### src/hw/rtl/swdg_pkg.sv
// Shared types for the stuck sensor data watchdog.
// Holds the function codes, the input item record and the channel update record.
// No dependencies.
package swdg_pkg;

  localparam int unsigned HashW    = 32;
  localparam int unsigned TimeW    = 32;
  localparam int unsigned IdW      = 8;
  localparam int unsigned MaskW    = 8;
  localparam logic [TimeW-1:0] WindowReset = 32'd60000;

  // Function codes of an input item
  typedef enum logic [1:0] {
    FuncFeed  = 2'd0,
    FuncTick  = 2'd1,
    FuncCheck = 2'd2
  } func_e;

  // One input item as held in the input register
  typedef struct packed {
    func_e             func;
    logic [IdW-1:0]    sensor_id;
    logic [HashW-1:0]  data_hash;
  } item_t;

  // Update bundle broadcast to every channel slice
  typedef struct packed {
    logic              feed_en;
    logic [HashW-1:0]  data_hash;
    logic [TimeW-1:0]  now;
    logic [TimeW-1:0]  now_next;
  } upd_t;

endpackage

### src/hw/rtl/stuck_sensor_data_watchdog_unit.sv
// Stuck sensor data watchdog, top level.
// An input item passes the input register and then the result register before its result is valid.
// Throughput: one item per cycle while the result is not stalled; each channel slice has its own subtract-compare.
// Reset: counter, hashes and change times clear to zero, window to 60000.
// Depends on swdg_pkg, swdg_in_reg and swdg_chan.
module stuck_sensor_data_watchdog_unit #(
  parameter int unsigned CHANNELS = 8
) (
  input  logic                            clk_i,
  input  logic                            rst_ni,
  input  logic                            in_valid_i,
  output logic                            in_stall_o,
  input  logic [1:0]                      func_i,
  input  logic [swdg_pkg::IdW-1:0]        sensor_id_i,
  input  logic [swdg_pkg::HashW-1:0]      data_hash_i,
  output logic                            out_valid_o,
  input  logic                            out_stall_i,
  output logic                            reset_request_o,
  output logic [swdg_pkg::MaskW-1:0]      stale_mask_o,
  input  logic                            cfg_valid_i,
  output logic                            cfg_ready_o,
  input  logic [swdg_pkg::TimeW-1:0]      cfg_window_ms_i
);
  import swdg_pkg::*;

  localparam logic [MaskW-1:0] ChanMask = MaskW'((9'd1 << CHANNELS) - 9'd1);

  item_t            in_item, s1_item;
  logic             s1_valid, out_ready, advance;
  logic [TimeW-1:0] window_q;
  logic [TimeW-1:0] now_q, now_d;
  logic             in_range;
  logic [MaskW-1:0] stale;
  logic             request;
  upd_t             upd;
  logic             out_valid_q;
  logic             req_q;
  logic [MaskW-1:0] mask_q;

  assign in_item.func      = func_e'(func_i);
  assign in_item.sensor_id = sensor_id_i;
  assign in_item.data_hash = data_hash_i;

  swdg_in_reg u_in_reg (
    .clk_i      (clk_i),
    .rst_ni     (rst_ni),
    .in_valid_i (in_valid_i),
    .in_stall_o (in_stall_o),
    .item_i     (in_item),
    .advance_i  (advance),
    .valid_o    (s1_valid),
    .item_o     (s1_item)
  );

  // Result register frees when empty or taken
  assign out_ready = !out_valid_q || !out_stall_i;
  assign advance   = s1_valid && out_ready;

  // Window register; always ready
  assign cfg_ready_o = 1'b1;
  always_ff @(posedge clk_i or negedge rst_ni) begin
    if (!rst_ni) begin
      window_q <= WindowReset;
    end else if (cfg_valid_i) begin
      window_q <= cfg_window_ms_i;
    end
  end

  // Advance the millisecond counter on a tick
  assign now_d = (advance && s1_item.func == FuncTick) ? now_q + 1'b1 : now_q;
  always_ff @(posedge clk_i or negedge rst_ni) begin
    if (!rst_ni) begin
      now_q <= '0;
    end else begin
      now_q <= now_d;
    end
  end

  assign in_range = (s1_item.sensor_id < IdW'(CHANNELS));

  // Channel slices
  for (genvar ch = 0; ch < MaskW; ch++) begin : g_chan
    if (ch < CHANNELS) begin : g_on
      upd_t upd_ch;
      always_comb begin
        upd_ch          = upd;
        upd_ch.feed_en  = upd.feed_en && (s1_item.sensor_id == IdW'(ch));
      end
      swdg_chan u_chan (
        .clk_i    (clk_i),
        .rst_ni   (rst_ni),
        .upd_i    (upd_ch),
        .window_i (window_q),
        .stale_o  (stale[ch])
      );
    end else begin : g_off
      assign stale[ch] = 1'b0;
    end
  end

  always_comb begin
    upd.feed_en   = advance && (s1_item.func == FuncFeed) && in_range;
    upd.data_hash = s1_item.data_hash;
    upd.now       = now_q;
    upd.now_next  = now_d;
  end

  // Request only on a check with every channel stale
  always_comb begin
    case (s1_item.func)
      FuncCheck: request = ((stale & ChanMask) == ChanMask);
      default:   request = 1'b0;
    endcase
  end

  always_ff @(posedge clk_i or negedge rst_ni) begin
    if (!rst_ni) begin
      out_valid_q <= 1'b0;
    end else if (out_ready) begin
      out_valid_q <= advance;
    end
  end

  always_ff @(posedge clk_i) begin
    if (advance) begin
      req_q  <= request;
      mask_q <= stale;
    end
  end

  assign out_valid_o     = out_valid_q;
  assign reset_request_o = req_q;
  assign stale_mask_o    = mask_q;

endmodule

### src/hw/rtl/swdg_in_reg.sv
// Input register of the stuck sensor data watchdog.
// Captures one item per transfer and holds it until the result stage takes it.
// Depends on swdg_pkg.
module swdg_in_reg (
  input  logic           clk_i,
  input  logic           rst_ni,
  input  logic           in_valid_i,
  output logic           in_stall_o,
  input  swdg_pkg::item_t item_i,
  input  logic           advance_i,
  output logic           valid_o,
  output swdg_pkg::item_t item_o
);
  import swdg_pkg::*;

  logic  valid_q, valid_d;
  logic  accept;
  item_t item_q;

  // Stall while a held item cannot move on
  assign in_stall_o = valid_q && !advance_i;
  assign accept     = in_valid_i && !in_stall_o;

  always_comb begin
    valid_d = valid_q;
    if (accept) begin
      valid_d = 1'b1;
    end else if (advance_i) begin
      valid_d = 1'b0;
    end
  end

  always_ff @(posedge clk_i or negedge rst_ni) begin
    if (!rst_ni) begin
      valid_q <= 1'b0;
    end else begin
      valid_q <= valid_d;
    end
  end

  // Hold the payload; load on transfer
  always_ff @(posedge clk_i) begin
    if (accept) begin
      item_q <= item_i;
    end
  end

  assign valid_o = valid_q;
  assign item_o  = item_q;

endmodule

### src/hw/rtl/swdg_chan.sv
// One sensor channel of the stuck sensor data watchdog.
// Holds the last hash and its change time, and flags the channel as stale.
// Depends on swdg_pkg.
module swdg_chan (
  input  logic                         clk_i,
  input  logic                         rst_ni,
  input  swdg_pkg::upd_t               upd_i,
  input  logic [swdg_pkg::TimeW-1:0]   window_i,
  output logic                         stale_o
);
  import swdg_pkg::*;

  logic [HashW-1:0] hash_q;
  logic [TimeW-1:0] time_q, time_d;
  logic [TimeW-1:0] elapsed;
  logic             change;

  // Restamp only when the fed hash differs from the stored one
  assign change = upd_i.feed_en && (upd_i.data_hash != hash_q);
  assign time_d = change ? upd_i.now : time_q;

  always_ff @(posedge clk_i or negedge rst_ni) begin
    if (!rst_ni) begin
      hash_q <= '0;
      time_q <= '0;
    end else if (change) begin
      hash_q <= upd_i.data_hash;
      time_q <= time_d;
    end
  end

  // Modular elapsed time against the state after this item
  assign elapsed = upd_i.now_next - time_d;
  assign stale_o = (elapsed >= window_i);

endmodule

### config.mk
export PLATFORM = sky130hd
export DESIGN_NAME = stuck_sensor_data_watchdog_unit
export DESIGN_NICKNAME = d
export VERILOG_FILES = /design/src/hw/rtl/swdg_pkg.sv /design/src/hw/rtl/stuck_sensor_data_watchdog_unit.sv /design/src/hw/rtl/swdg_in_reg.sv /design/src/hw/rtl/swdg_chan.sv
export SDC_FILE = /design/constraint.sdc
export NUM_CORES = 2
export LEC_CHECK = 0
export ABC_AREA = 1
export BUFFER_PORTS_ARGS = -buffer_cell sky130_fd_sc_hd__clkbuf_2
export CAP_MARGIN = 20
export CORE_UTILIZATION = 55
export CTS_CLUSTER_SIZE = 30
export DETAILED_ROUTE_END_ITERATION = 10
export GPL_TIMING_DRIVEN = 0
export PLACE_DENSITY = 0.74
export RECOVER_POWER = 100
export SETUP_SLACK_MARGIN = 0.5
export SLEW_MARGIN = 20
export SYNTH_ARGS = -nofsm -noshare
export SYNTH_HDL_FRONTEND = slang
export SYNTH_SLANG_ARGS = --single-unit
### constraint.sdc
create_clock -name clk_i -period 6.7 [get_ports clk_i]
set_input_delay 0 -clock clk_i [delete_from_list [all_inputs] [get_ports clk_i]]
set_output_delay 0 -clock clk_i [all_outputs]
set_load 0.05 [all_outputs]
==> impl_results.md <==
* Status: finished with violations
* Failing checks: max-capacitance violations, max-slew violations
* CP Class: reg -> reg
* Largest net degree at the start of global routing at 91
* Final Power at 11600 uW
* Combinational power share at 26.7%
* Switching share of power at 34.7%
* Worst skew pair latency at 690 ps
* Post-synthesis sequential area ratio at 32.3%
* Top Usage Layer GRT: met2
* Synthesized area per cell at 6.97 um2
* Clock network power share at 39.0%
* Clock slew at reported path FFs at 60 ps
* Wire per inst at 23.2 um
* Vias in the first global route at 47700
* Most common cell in the netlist: nand2_1
* Skew final at 30.4 ps
* Met1 Usage GRT at 57.2%
* Root Driver: clkbuf_16
* Final Slew Violations at 452
* Relative slew slack at -235%
* MaxCap Viol Count at 9
* Library cells used by synthesis at 61
* Syn Inst Count at 7106
* Post-synth EDFFs at 51
* Post-DP HPWL at 147000 um
* Synthesized flop and latch total at 629
* Pwr Density at 204 mW/mm2
* Minimum clock period after layout at 6450 ps
* Layout overhead on the synthesized area at 15.0%
* Core footprint at 0.0888 mm2
* Die W at 302 um
* First-pass GRT wire length at 291000 um
* Startpoint Class: flop
* Worst endpoint data arrival time at 6970 ps
* VDD IR max at 0.265 mV
* Finish-stage setup viols at 0
* GR Util All Layers at 43.4%
* Post-Route WL at 201000 um
* Buf/Inv on CP at 4
* Unrepaired setup endpoints after global routing: false
* Clk sinks at 629
* Cts bufs inserted at 75
* Syn Nets at 7650
* CTS tree: built
* DR vias at 51400
* Hold Vio Cnt, Final at 0
* Met2 Usage GRT at 63.8%
* R2R Path Start: out_valid_o
* Most frequent cells after synthesis: nand2_1, inv_1, o21ai_0
* Reg2reg end: reset_request_o
* Initial antenna violation count at 14
* Crit path required time at 7230 ps
* Crit Path Max Fanout at 10
* Via density at 5.94
* HP Start: data_hash_i[13]
* R2R depth at 31
* Int Pwr at 7580 uW
* Psw at 4020 uW
* Synth Cell Area at 0.0495 mm2
* RD Place Congestion at 1.05
* Final hold slack at 51.6 ps
* Max Clock Freq at 155 MHz
* Dominant cell type by area after synthesis: dfrtp_1
* Tcrit/Tclk final at 96.2%
* # IOs at 91
* Primary FF master, synth: dfrtp_1
* DIE HEIGHT at 302 um
* Crit-path slowest cell: xor2_1
* Syn. warnings at 0
* Gr ovfl total at 0
* HP Class: in -> reg
* Ranking of synthesized cells by area: dfrtp_1, nand2_1, ha_1
* Synth async-reset ratio at 91.9%
* Filler cell count at 8073
* Top delay family on crit path: simple AND/OR/NAND/NOR gates
* # DRC at 0
* Top-area cell type share of the netlist area at 28.8%
* Worst hold stages at 2
* Max H-tree Level at 3
* Flop-to-flop setup slack at 250 ps
* Port bufs at 88
* Die area at 0.0913 mm2
* Initial Utilization at 55.8%
* FP Rows at 109
* Worst-Margin Slew at 5030 ps
* M3 GR Usage at 11.0%
* Share of cells above drive strength 1 at 8.03%
* CP peak stage delay at 1130 ps
* Routed Antenna Nets at 0
* Final net count at 7969
* Flop pwr share at 34.3%
* CP Capture Type: flop
* CTS Buffer Depth at 3
* Most used cell, CP: nand2_1
* P_leak at 0.0266 uW
* Initial DRC Count at 5980
* Hold Path Sink: u_in_reg.item_o[13]
* TritonRoute pass-1 iters at 9
==> per-stage QoR <==
| stage | setup slack (ps) | utilization (%) | cells | instance area (um2) | setup TNS (ps) |
|---|---|---|---|---|---|
| 2_1_floorplan | 1490 | - | 7106 | 49500 | 0 |
| 3_3_place_gp | -8140 | 57.9 | 8359 | 51400 | -4641020 |
| 3_5_place_dp | -1870 | 59.2 | 8386 | 52500 | -6770 |
| 4_1_cts | 507 | 63.8 | 8630 | 56600 | 0 |
| 5_1_grt | 242 | 64.2 | 8649 | 57000 | 0 |
| 6_report | 251 | 64.2 | 8658 | 57000 | 0 |
==> per-layer routing <==
| metal | wire [um] | up-vias |
|---|---|---|
| met5 | 93 | - |
| li1 | - | 23700 |
| met1 | 79100 | 24100 |
| met2 | 83700 | 2856 |
| met3 | 23700 | 751 |
| met4 | 14700 | 14 |
==> cell type report <==
cell class / instances / area (um2) / share of cell area, %
buffer: 174 / 1050 / 1.84
multi-input combinational: 5437 / 30300 / 53.1
clock buffer: 105 / 2130 / 3.74
sequential: 629 / 16000 / 28.1
clock inverter: 31 / 543 / 0.953
inverter: 866 / 3310 / 5.81
timing repair buffer: 242 / 2180 / 3.83
tap: 1165 / 1460 / 2.56
antenna: 9 / 22.5 / 0.0395
==> cells by family after synthesis <==
family / share of synthesized area, %
AOI/OAI and AO/OA: 12.9
xor gates and xnor gates: 6.09
adders and majority gates: 11.7
buffers and inverters: 8.45
DFF: 32.3
muxes: 0.0227
other: 0.00757
and+or+nand+nor: 28.4
==> repair_timing <==
item                                   CTS  global route
resized for setup                      110           191
setup endpoints to repair                9             6
hold buffers                            81             0
endpoints found under the hold margin  340             0
pin swaps                               11            25
setup buffers                           27            19
==> cells in the final DEF, fill, tap and decap left out, types with 45 or more instances in the layout <==
| cell | instances |
|---|---|
| nand2_1 | 2362 |
| inv_1 | 835 |
| o21ai_0 | 613 |
| dfrtp_1 | 569 |
| ha_1 | 460 |
| nor2_1 | 448 |
| nand3_1 | 392 |
| a21oi_1 | 366 |
| xnor2_1 | 192 |
| xor2_1 | 123 |
| clkbuf_1 | 118 |
| clkbuf_2 | 100 |
| dlygate4sd3_1 | 80 |
| clkbuf_16 | 78 |
| buf_4 | 73 |
| nor3_1 | 65 |
| edfxtp_1 | 51 |
| nand4_1 | 45 |
==> power by group through the flow <==
stage | sequential, uW | combinational (uW) | clock, uW
floorplan | 4050 | 1820 | 0
global placement | 4040 | 2740 | 0
detailed placement | 4040 | 2850 | 0
CTS | 3970 | 2930 | 4530
global route | 3980 | 3320 | 4680
finish | 3980 | 3090 | 4530
==> flip-flops by register name, summed over array words and instances, names as in the netlist <==
name and count:
g_chan.g_on.u_chan.hash_q 256, g_chan.g_on.u_chan.time_q 256, now_q 32, out_valid_o 1, reset_request_o 1, stale_mask_o 8, u_in_reg.item_o 42, u_in_reg.valid_o 1
window_q 32
==> worst max-delay path by stage <==
stage	startpoint	to	slack [ps]	depth (start not counted)
final	out_valid_o	reset_request_o	250	31
after detailed placement	now_q[2]	reset_request_o	-1870	31
after global routing	out_valid_o	reset_request_o	240	29
after global placement	rst_ni	g_chan[7].g_on.u_chan.time_q[27]	-8140	1
after CTS	u_in_reg.item_o[6]	reset_request_o	510	32
after floorplan	out_valid_o	reset_request_o	1490	32
Power figures use the tool's default switching activity.
